## src/design/deq_pkg.sv

```systemverilog
// Shared types, constants and pointer helpers for the double-ended queue.
package deq_pkg;

   // Storage geometry
   localparam int DEPTH  = 16;
   localparam int ADDR_W = (DEPTH > 1) ? $clog2(DEPTH) : 1;
   localparam int CNT_W  = $clog2(DEPTH + 1);
   localparam int WORD_W = 32;
   localparam int OP_W   = 3;
   localparam int FILL_W = 5;

   typedef logic [ADDR_W-1:0] addr_type;
   typedef logic [CNT_W-1:0]  cnt_type;
   typedef logic [WORD_W-1:0] word_type;

   // Operation codes
   typedef enum logic [OP_W-1:0] {
      OP_PUSH_LEFT  = 3'd0,
      OP_PUSH_RIGHT = 3'd1,
      OP_POP_LEFT   = 3'd2,
      OP_POP_RIGHT  = 3'd3,
      OP_SEARCH     = 3'd4
   } op_type;

   // Sequencer states
   typedef enum logic [1:0] {
      ST_IDLE,
      ST_POP_WAIT,
      ST_SEARCH
   } st_type;

   // Storage port request: one write and one read address per cycle
   typedef struct packed {
      logic     wr_en;
      addr_type wr_addr;
      word_type wr_data;
      addr_type rd_addr;
   } mem_req_type;

   // Sequencer status seen by the top level
   typedef struct packed {
      st_type  state;
      cnt_type count;
   } seq_stat_type;

   // Ring pointer plus offset; offset is below DEPTH, so one subtract wraps it
   function automatic addr_type ptr_add(addr_type a, cnt_type b);
      logic [CNT_W:0] s;
      s = (CNT_W+1)'(a) + (CNT_W+1)'(b);
      if (s >= (CNT_W+1)'(DEPTH)) begin
         s = s - (CNT_W+1)'(DEPTH);
      end
      return addr_type'(s);
   endfunction

   // Ring pointer minus one
   function automatic addr_type ptr_dec(addr_type a);
      addr_type r;
      if (a == '0) begin
         r = addr_type'(DEPTH - 1);
      end else begin
         r = a - addr_type'(1);
      end
      return r;
   endfunction

endpackage

```

## src/design/deq_mem.sv

```systemverilog
// Word storage of the ring buffer: one write port, one registered read port.
module deq_mem import deq_pkg::*; (
   input  logic        clock,
   input  mem_req_type mem_req,
   output word_type    rd_data
);

   word_type store_ff [DEPTH];
   word_type rd_data_ff;

   // Write port
   always_ff @(posedge clock) begin
      if (mem_req.wr_en) begin
         store_ff[mem_req.wr_addr] <= mem_req.wr_data;
      end
   end

   // Registered read port
   always_ff @(posedge clock) begin
      rd_data_ff <= store_ff[mem_req.rd_addr];
   end

   assign rd_data = rd_data_ff;

endmodule

```

## src/design/deq_seq.sv

```systemverilog
// Sequencer: pointers, fill count, search walk with the shared key comparator.
module deq_seq import deq_pkg::*; (
   input  logic         clock,
   input  logic         reset,
   input  logic         start,
   output logic         busy,
   input  logic [2:0]   req_opcode,
   input  word_type     req_value,
   output mem_req_type  mem_req,
   input  word_type     rd_data,
   output logic         rsp_strobe,
   output word_type     rsp_data_out,
   output logic         rsp_ok,
   output logic         rsp_found,
   output cnt_type      rsp_count,
   output seq_stat_type stat
);

   st_type   state_ff, state_in;
   addr_type head_ff, head_in;
   cnt_type  count_ff, count_in;
   cnt_type  idx_ff, idx_in;
   logic     pend_ff, pend_in;
   logic     found_ff, found_in;
   word_type key_ff, key_in;
   logic     strobe_ff, strobe_in;
   word_type data_ff, data_in;
   logic     ok_ff, ok_in;
   logic     fnd_ff, fnd_in;

   logic full, empty, accept, hit;

   assign full   = (count_ff == cnt_type'(DEPTH));
   assign empty  = (count_ff == '0);
   assign busy   = (state_ff != ST_IDLE);
   assign accept = start && !busy;
   // shared comparator: stored word read last cycle against the key
   assign hit    = pend_ff && (rd_data == key_ff);

   // Control registers
   always_ff @(posedge clock) begin
      if (reset) begin
         state_ff  <= ST_IDLE;
         head_ff   <= '0;
         count_ff  <= '0;
         strobe_ff <= 1'b0;
         pend_ff   <= 1'b0;
      end else begin
         state_ff  <= state_in;
         head_ff   <= head_in;
         count_ff  <= count_in;
         strobe_ff <= strobe_in;
         pend_ff   <= pend_in;
      end
   end

   // Payload registers
   always_ff @(posedge clock) begin
      idx_ff   <= idx_in;
      found_ff <= found_in;
      key_ff   <= key_in;
      data_ff  <= data_in;
      ok_ff    <= ok_in;
      fnd_ff   <= fnd_in;
   end

   // Next state and outputs
   always_comb begin
      state_in        = state_ff;
      head_in         = head_ff;
      count_in        = count_ff;
      idx_in          = idx_ff;
      pend_in         = 1'b0;
      found_in        = found_ff;
      key_in          = key_ff;
      strobe_in       = 1'b0;
      data_in         = '0;
      ok_in           = 1'b0;
      fnd_in          = 1'b0;
      mem_req.wr_en   = 1'b0;
      mem_req.wr_addr = ptr_dec(head_ff);
      mem_req.wr_data = req_value;
      mem_req.rd_addr = head_ff;

      case (state_ff)
         ST_IDLE: begin
            if (accept) begin
               case (req_opcode)
                  OP_PUSH_LEFT: begin
                     strobe_in = 1'b1;
                     if (!full) begin
                        mem_req.wr_en = 1'b1;
                        head_in       = ptr_dec(head_ff);
                        count_in      = count_ff + cnt_type'(1);
                        ok_in         = 1'b1;
                     end
                  end
                  OP_PUSH_RIGHT: begin
                     strobe_in = 1'b1;
                     if (!full) begin
                        mem_req.wr_en   = 1'b1;
                        mem_req.wr_addr = ptr_add(head_ff, count_ff);
                        count_in        = count_ff + cnt_type'(1);
                        ok_in           = 1'b1;
                     end
                  end
                  OP_POP_LEFT: begin
                     if (empty) begin
                        strobe_in = 1'b1;
                     end else begin
                        mem_req.rd_addr = head_ff;
                        head_in         = ptr_add(head_ff, cnt_type'(1));
                        count_in        = count_ff - cnt_type'(1);
                        state_in        = ST_POP_WAIT;
                     end
                  end
                  OP_POP_RIGHT: begin
                     if (empty) begin
                        strobe_in = 1'b1;
                     end else begin
                        mem_req.rd_addr = ptr_add(head_ff, count_ff - cnt_type'(1));
                        count_in        = count_ff - cnt_type'(1);
                        state_in        = ST_POP_WAIT;
                     end
                  end
                  OP_SEARCH: begin
                     key_in   = req_value;
                     idx_in   = '0;
                     found_in = 1'b0;
                     state_in = ST_SEARCH;
                  end
                  default: begin
                     strobe_in = 1'b1;
                  end
               endcase
            end
         end
         ST_POP_WAIT: begin
            strobe_in = 1'b1;
            data_in   = rd_data;
            ok_in     = 1'b1;
            state_in  = ST_IDLE;
         end
         ST_SEARCH: begin
            if (idx_ff != count_ff) begin
               // issue the next read, compare the previous one
               mem_req.rd_addr = ptr_add(head_ff, idx_ff);
               idx_in          = idx_ff + cnt_type'(1);
               pend_in         = 1'b1;
               found_in        = found_ff | hit;
            end else if (pend_ff) begin
               // last compare drains
               found_in = found_ff | hit;
            end else begin
               // walk done: report and, on a hit, prepend a copy if there is room
               strobe_in       = 1'b1;
               fnd_in          = found_ff;
               mem_req.wr_data = key_ff;
               if (found_ff && !full) begin
                  mem_req.wr_en = 1'b1;
                  head_in       = ptr_dec(head_ff);
                  count_in      = count_ff + cnt_type'(1);
                  ok_in         = 1'b1;
               end
               state_in = ST_IDLE;
            end
         end
         default: begin
            state_in = ST_IDLE;
         end
      endcase
   end

   assign rsp_strobe   = strobe_ff;
   assign rsp_data_out = data_ff;
   assign rsp_ok       = ok_ff;
   assign rsp_found    = fnd_ff;
   assign rsp_count    = count_ff;
   assign stat.state   = state_ff;
   assign stat.count   = count_ff;

endmodule

```

## src/design/double_ended_queue_with_search.sv

```systemverilog
// Top level of the double-ended queue with search.
//
//   Channel   Handshake              Payload
//   request   start / busy           req_opcode, req_value
//   response  rsp_strobe (1 cycle)   rsp_data_out, rsp_ok, rsp_found, rsp_fill
//
// Pushes, failed pops and unknown opcodes: result in the cycle after the transfer,
// next item may follow at once. Successful pops: busy in ST_POP_WAIT, result after it.
// Search: busy for the whole walk; one stored word per cycle goes through the single key
// comparator, then on a hit the copy is written at the left end if there is room.
// Reset empties the queue; stored words are not cleared.
// Results cannot be stalled: each is shown for exactly one cycle.
module double_ended_queue_with_search import deq_pkg::*; (
   input  logic              clock,
   input  logic              reset,
   input  logic              start,
   output logic              busy,
   input  logic [OP_W-1:0]   req_opcode,
   input  logic signed [WORD_W-1:0] req_value,
   output logic              rsp_strobe,
   output logic signed [WORD_W-1:0] rsp_data_out,
   output logic              rsp_ok,
   output logic              rsp_found,
   output logic [FILL_W-1:0] rsp_fill
);

   mem_req_type  mem_req;
   word_type     rd_data;
   word_type     data_out;
   cnt_type      count;
   seq_stat_type stat;

   // Sequencer with pointers and comparator
   deq_seq u_seq (
      .clock        (clock),
      .reset        (reset),
      .start        (start),
      .busy         (busy),
      .req_opcode   (req_opcode),
      .req_value    (word_type'(req_value)),
      .mem_req      (mem_req),
      .rd_data      (rd_data),
      .rsp_strobe   (rsp_strobe),
      .rsp_data_out (data_out),
      .rsp_ok       (rsp_ok),
      .rsp_found    (rsp_found),
      .rsp_count    (count),
      .stat         (stat)
   );

   // Word storage
   deq_mem u_mem (
      .clock   (clock),
      .mem_req (mem_req),
      .rd_data (rd_data)
   );

   assign rsp_data_out = $signed(data_out);
   assign rsp_fill     = FILL_W'(count);

   // Every transfer either reports next cycle or keeps the block busy
   a_accept_progress: assert property (@(posedge clock) disable iff (reset)
      (start && !busy) |=> (busy || rsp_strobe))
      else $error("transfer neither reported nor in progress");

   // Fill never exceeds the storage depth
   a_count_bound: assert property (@(posedge clock) disable iff (reset)
      stat.count <= cnt_type'(DEPTH))
      else $error("fill count above depth");

   // A failed item (rsp_ok low) reports a zero word
   a_zero_data: assert property (@(posedge clock) disable iff (reset)
      (rsp_strobe && !rsp_ok) |-> (rsp_data_out == '0))
      else $error("data reported without a pop");

   // A search hit leaves at least one word stored
   a_found_fill: assert property (@(posedge clock) disable iff (reset)
      (rsp_strobe && rsp_found) |-> (stat.count != '0))
      else $error("key found in an empty store");

endmodule

```

## config.mk

```make
export PLATFORM = sky130hd
export DESIGN_NAME = double_ended_queue_with_search
export DESIGN_NICKNAME = d
export VERILOG_FILES = /design/src/design/deq_pkg.sv /design/src/design/deq_mem.sv /design/src/design/deq_seq.sv /design/src/design/double_ended_queue_with_search.sv
export SDC_FILE = /design/constraint.sdc
export NUM_CORES = 1
export LEC_CHECK = 0
export BUFFER_PORTS_ARGS = -buffer_cell sky130_fd_sc_hd__buf_2
export CAP_MARGIN = 20
export CORE_MARGIN = 4
export CORE_UTILIZATION = 55
export CTS_CLUSTER_DIAMETER = 120
export CTS_CLUSTER_SIZE = 30
export DETAILED_ROUTE_END_ITERATION = 7
export PLACE_DENSITY = 0.76
export SYNTH_ARGS = -nofsm -noshare
export SYNTH_HDL_FRONTEND = slang
export SYNTH_SLANG_ARGS = --single-unit
```

## constraint.sdc

```tcl
create_clock -name clock -period 3.7 [get_ports clock]
set_clock_uncertainty 0.2 [all_clocks]
set_input_delay 0.185 -clock clock [delete_from_list [all_inputs] [get_ports clock]]
set_output_delay 0.185 -clock clock [all_outputs]
set_load 0.03 [all_outputs]
```

# == Word level (Yosys, flattened, before mapping) ==
# Memories as Yosys holds them, arrays and structs flattened. A register that Yosys moved wholly into a read port is not among the register bits.
# Index checks and enable logic that the tools add are counted.
# op_classes
reduce_logical,21
n_bitwise,2
n_eq_ne,23
mux,66
n_lt_le_gt_ge,4
addsub,12
# op_table
cell,n
two-way mux 32 bit,3
two-way mux 4 bit,17
two-way mux 5 bit,11
== test 32 bit,1
one-hot mux 5 bit (2 select lines),3
one-hot mux 4 bit (2 select lines),3
"inequality test 3 bit, second input constant",7
"subtractor 4 x 1 -> 4 bit, second input constant",5
adder 4 x 5 -> 6 bit,3
"greater-or-equal comparator 6 x 5 -> 1 bit, second input constant",3
two-way mux 1 bit,17
AND reduction 8 bit,2
"adder 5 x 1 -> 5 bit, second input constant",2
two-way mux 2 bit,4
one-hot mux 1 bit (2 select lines),4
one-hot mux 2 bit (2 select lines),2
AND reduction 4 bit,2
"== test 3 x 2 -> 1 bit, second input constant",2
"inequality test 2 x 1 -> 1 bit, second input constant",3
"inequality test 2 bit, second input constant",3
one-hot mux 1 bit (3 select lines),2
OR reduction 2 bit,3
"adder 4 x 1 -> 5 bit, second input constant",1
"== test 5 bit, second input constant",1
other kinds (20),24
# word_totals
inputBits,38
ramBits,512
regBits,85
memories,1
output_inout_bits,41
wordCells,140
# memory_table
memory,depth,width,rd,rd_ports_with_merged_regs,write_ports,line,rtl
u_mem.store_ff,16,32,1,1,1,deq_mem.sv:8,word_type store_ff [DEPTH];

# == Depth between registers and ports, before layout ==
# depth
word_depth,9
mapped_depth,12
mapped_depth_nobuf,11

# == Cells and area by module ==
# From an unflattened synthesis, not the netlist that was laid out.
# hier_totals
hier_cells,1234
hier_area_um2,24287.0
# modules_own_cells
module,area_each_um2,seq_area_each_um2,cells_per_inst,n_inst
deq_mem,19835.3,16015.4,838,1
deq_seq,4451.8,2082.0,396,1

# == Worst setup path before layout ==
# Ideal clock, no wire load.
# synth_timing
path_type,flip-flop to flip-flop
startpoint,reg u_seq.state_ff[0]
endpoint,"mem u_mem.store_ff[4][0] (netlist bit), enable pin"
required_time_ns,3.079
path_buffers,1
setup_time_ns,0.421
arrival_time_ns,3.406
period_less_slack_ns,4.027
slack_ns,-0.327
stages_incl_launch_ff,8
cell_sequence,dfxtp_1 > or3b_4 > or3_1 > or3_1 > clkbuf_1 > nor3b_1 > o21ai_0 > nor2_1
# synth_via
elab_chain_cells,7
word_cells_on_any_way,10
classes_between,eq/ne (1); mux (5); reduce/logical (4)
# synth_lines
item,line,rtl
start: declaration,deq_seq.sv:19,"st_type state_ff, state_in;"
start signal: assignment,deq_seq.sv:49,state_ff <= state_in;
nonzero test 2 bit,deq_seq.sv:35,assign busy = (state_ff != ST_IDLE);
logical NOT 1 bit,deq_seq.sv:36,assign accept = start && !busy;
logical AND 1 bit,deq_seq.sv:36,
two-way mux 5 bit,deq_seq.sv:87,if (accept) begin
one-hot mux 1 bit (2 select lines),deq_seq.sv:85,case (state_ff)
two-way mux 1 bit,deq_mem.sv:13,if (mem_req.wr_en) begin
two-way mux 1 bit (implied by the code),deq_mem.sv:14,store_ff[mem_req.wr_addr] <= mem_req.wr_data;
end: declaration,deq_mem.sv:8,
# Parallel ways exist; a longest one is shown, timed or not.

# == Final worst setup path ==
# layout_timing
startpoint,"reg u_seq.count_ff[1], in the netlist u_seq.rsp_count[1]"
endpoint,"reg u_mem.rd_data_ff[6], in the netlist u_mem.rd_data[6], read port of u_mem.store_ff"
# layout_via
elab_chain_cells,8
word_cells_on_any_way,12
classes_between,add/sub (3); order compare (1); eq/ne (1); mux (6); reduce/logical (1)
# layout_lines
item,line,rtl
start: declaration,deq_seq.sv:21,"cnt_type count_ff, count_in;"
start signal: assignment,deq_seq.sv:51,count_ff <= count_in;
subtractor 5 x 1 -> 5 bit,deq_seq.sv:121,"mem_req.rd_addr = ptr_add(head_ff, count_ff - cnt_type'(1));"
adder 4 x 5 -> 6 bit,deq_pkg.sv:49,s = (CNT_W+1)'(a) + (CNT_W+1)'(b);
greater-or-equal comparator 6 x 5 -> 1 bit / subtractor 4 x 1 -> 4 bit (equally long branches),"deq_pkg.sv:50, deq_pkg.sv:51",
two-way mux 4 bit,deq_pkg.sv:50,if (s >= (CNT_W+1)'(DEPTH)) begin
two-way mux 4 bit,deq_seq.sv:118,if (empty) begin
two-way mux 4 bit,n/a,
two-way mux 4 bit,deq_seq.sv:87,
one-hot mux 4 bit (2 select lines) (*),deq_seq.sv:85,
end: declaration,deq_mem.sv:9,word_type rd_data_ff;
# Mark *: on every way between the ends. The rest lies on a longest branch, timed or not.
# A chain may end at the register's enable or synchronous reset.

==> impl_metrics.py <==
metrics = {
    "status": {
        "status": "finished clean",
    },
    "yosys": {
        "synth.largest_area_cell": "sky130_fd_sc_hd__edfxtp_1",
        "syn-num-nets": 1871,
        "synth.lib_cells_used.distinct": 57,
        "synth.avg_cell_area_um2": 14.4,
        "synth-edff-count": 550,
        "synth_seq_cells": 629,
        "synthTopCellsByArea": "sky130_fd_sc_hd__edfxtp_1 (63%), sky130_fd_sc_hd__and3_1 (6.2%), sky130_fd_sc_hd__dfxtp_1 (6.0%)",
        "synth.yosys.warnings": 0,
        "post_synth_inst_count": 1815,
        "synth_commonest_cells": "sky130_fd_sc_hd__edfxtp_1 (550), sky130_fd_sc_hd__and3_1 (261), sky130_fd_sc_hd__clkbuf_1 (162)",
        "postSynth.topFlopCell": "sky130_fd_sc_hd__edfxtp_1",
        "post-synth-top-area-fraction_pct": 63.0,
        "syn-cell-area_mm2": 0.0262,
        "yosysMostFrequentCell": "sky130_fd_sc_hd__edfxtp_1",
        "synthArstFlopShare_pct": 0,
        "yosysSeqAreaShare_pct": 69.1,
    },
    "detailed_routing": {
        "vias_per_cell": 7.01,
        "drt-initial-drc-count": 2468,
        "post-route-drc-count": 0,
        "antenna_violating_nets_left": 0,
        "vias": 17500,
        "postRouteWirelength_um": 70000,
        "drt_first_pass_iters": 5,
        "routed_wire_length_per_instance_um": 28.1,
    },
    "layout": {
        "stdcell_area_mm2": 0.0295,
        "nets": 1922,
        "area.growth.synth_to_final_pct": 12.7,
        "drive_gt1_share_pct": 16.9,
    },
    "setup_path": {
        "reg2reg_from": "u_seq.rsp_count[1]",
        "timing.critical_path.from_type": "flip-flop",
        "slowest_stage_cell_on_the_critical_path": "sky130_fd_sc_hd__or4_4",
        "worst-endpoint-arrival_ps": 3890,
        "crit_path_end_kind": "flip-flop",
        "cp_cell_sequence": "inv_1 -> ha_4 -> fa_1 -> or4_4 -> a21o_4 -> and2_4 -> clkbuf_16 -> a221oi_1 -> nor4_1 -> or4_1",
        "crit_required_ps": 3970,
        "largest_stage_delay_on_the_critical_path_ps": 520,
        "path_max_fanout": 14,
        "timing.setup.critical_path_class": "flip-flop to flip-flop",
        "critPathLaunch": "u_seq.rsp_count[1]",
    },
    "clocking": {
        "tritoncts": "done",
        "clk_transition_reported_paths_ps": 110,
        "cts.sinks": 629,
        "total_number_of_h_tree_levels": 1,
        "clock_tree.root_cell": "sky130_fd_sc_hd__clkbuf_16",
        "numCtsBuffers": 24,
        "clockBufferDepth": 3,
        "clock_latency_ps": 590,
    },
    "sta": {
        "max_freq_ghz": 0.276,
        "holdWs_ps": 114,
        "finalCritPeriodShare_pct": 97.8,
        "setup_viol": 0,
        "max_slew.worst_pin.slew_ps": 791,
        "timing.final.crit_period_ps": 3620,
        "slew_headroom_pct": 47.1,
        "finalHoldViolCount": 0,
        "finalMaxSlewViolations": 0,
    },
    "grt": {
        "grt_overflow": 0,
        "grt_antenna_before_repair": 0,
        "maximum_number_of_pins_on_one_net_before_global_route_repair": 156,
        "grt_first_pass_wirelength_um": 104000,
        "gr-usage-all-layers_pct": 26.4,
        "number_of_global_route_vias_before_repair": 16900,
    },
    "power": {
        "power-per-cell-area_mw_per_mm2": 457,
        "static-leakage-power_nw": 9.91,
        "ir_worst_vdd_mv": 0.335,
    },
    "floorplan": {
        "die_width_um": 226,
        "io-pin-count": 79,
        "floorplan.rows": 79,
        "floorplan.initialDensity_pct": 55.9,
        "floorplan.die_area_mm2": 0.0512,
        "die_height_um": 226,
        "core_region_area_mm2": 0.0469,
    },
    "worst_hold_path": {
        "timing.hold.worst.class": "primary input to flip-flop",
        "holdCritStartpoint": "req_value[1]",
    },
    "place": {
        "dp_hpwl_um": 37700,
        "buffers_on_ports": 78,
        "postPlaceCellArea_mm2": 0.0280,
        "weighted_congestion_at_the_end_of_routability_driven_global_placement": 0.852,
    },
    "job": {
        "max_cap_violations": 0,
    },
}
-- layer usage --
layer	track usage (%)	part of all wire [%]
met2	42.1	47
met1	37.4	39
met4	8.90	3.7
met3	4.56	10
met5	0	0
-- timing repair --
| action | CTS | global route |
|---|---|---|
| setup endpoints to repair | 4 | 32 |
| setup buffers | 1 | 0 |
| hold buffers | 37 | 0 |
| endpoints found under the hold margin | 495 | 0 |
| cloned | 0 | 7 |
| gates resized for setup | 5 | 54 |
| pin swaps | 0 | 2 |
-- through the flow --
stage	instances	util (%)	setup TNS, ps	worst slack, ps	total power [W]
floorplan	1815	-	-129090	-327	0.00939
global placement	2402	59.8	0	21.8	0.0101
detailed placement	2402	59.8	-234	-180	0.0102
CTS	2484	62.1	0	3.03	0.0134
global route	2491	63.0	-102	-41.3	0.0139
finish	2492	63.0	0	80.7	0.0135
-- sequential cells by signal, summed over array words and instances (netlist names) --
signal and flops:
u_mem.rd_data 32, u_mem.store_ff 512, u_seq.found_ff 1, u_seq.head_ff 4
u_seq.idx_ff 5, u_seq.key_ff 32, u_seq.pend_ff 1, u_seq.rsp_count 5
u_seq.rsp_data_out 32, u_seq.rsp_found 1, u_seq.rsp_ok 1, u_seq.rsp_strobe 1
u_seq.state_ff 2
-- critical path: cells and delay by family, from the launching register on --
family	cells	cell delay, ps
flip-flops	1	340
AO/OA/AOI/OAI	2	590
buffers and inverters	2	300
AND/OR/NAND/NOR	4	1360
adder cells (fa/ha/maj)	2	710
-- cell families after synthesis --
kind of cell             count (synthesis)  share of synthesized area [%]
AO/OA/AOI/OAI                          304                           9.85
XOR/XNOR                                60                           2.03
adder cells (fa/ha/maj)                 18                          0.945
buffers and inverters                  199                           3.22
flip-flops                             629                           69.1
multiplexers                            35                           1.50
AND/OR/NAND/NOR                        570                           13.4
-- path summary, 6_finish.rpt --
path | end | slack, ps | cells after the start
hold reg to reg | u_seq.rsp_data_out[1] | 280 | 1
setup reg to reg | u_mem.rd_data[6] | 80 | 10
setup / recovery | u_mem.rd_data[6] | 80 | 10
hold / removal | u_seq.key_ff[1] | 110 | 2
-- placed cells by master (no fill, tap or decap), types with 4 or more instances in the layout --
cell type and n:
sky130_fd_sc_hd__nor2_4 16, sky130_fd_sc_hd__nor3_1 4, sky130_fd_sc_hd__o21ai_0 9, sky130_fd_sc_hd__a211oi_1 4
sky130_fd_sc_hd__buf_12 45, sky130_fd_sc_hd__a221oi_2 35, sky130_fd_sc_hd__edfxtp_1 550, sky130_fd_sc_hd__ha_1 14
sky130_fd_sc_hd__buf_2 78, sky130_fd_sc_hd__a2111oi_1 7, sky130_fd_sc_hd__clkbuf_1 19, sky130_fd_sc_hd__nand2b_1 5
sky130_fd_sc_hd__xor2_1 15, sky130_fd_sc_hd__dfxtp_1 77, sky130_fd_sc_hd__nor4_1 132, sky130_fd_sc_hd__a2111oi_0 119
sky130_fd_sc_hd__a21oi_1 12, sky130_fd_sc_hd__nor2_1 24, sky130_fd_sc_hd__a221oi_1 92, sky130_fd_sc_hd__nand2_1 16
sky130_fd_sc_hd__buf_4 44, sky130_fd_sc_hd__dlygate4sd3_1 37, sky130_fd_sc_hd__and3_1 260, sky130_fd_sc_hd__xnor2_1 42
sky130_fd_sc_hd__mux2_2 34, sky130_fd_sc_hd__and2_1 35, sky130_fd_sc_hd__inv_1 11, sky130_fd_sc_hd__clkbuf_16 30
sky130_fd_sc_hd__nand4_1 11, sky130_fd_sc_hd__nor3b_1 4, sky130_fd_sc_hd__nand3_1 9, sky130_fd_sc_hd__a21o_1 4
sky130_fd_sc_hd__or4_1 32
-- where the power goes --
part / switching [W] / total, W / internal (W)
logic: 0.00131 / 0.00212 / 0.000810
registers: 0.000163 / 0.00807 / 0.00790
clock network: 0.00200 / 0.00330 / 0.00130
total: 0.00347 / 0.0135 / 0.0100
-- area by class of cell --
| class | count | area [µm²] |
|---|---|---|
| Multi-Input combinational cell | 989 | 7780 |
| Sequential cell | 629 | 18100 |
| Fill cell | 3369 | 17300 |
| Inverter | 12 | 47.5 |
| Clock buffer | 44 | 697 |
| Timing Repair Buffer | 210 | 2130 |
| Antenna cell | 1 | 2.50 |
| Tap cell | 607 | 759 |
Power figures use the tool's default switching activity.
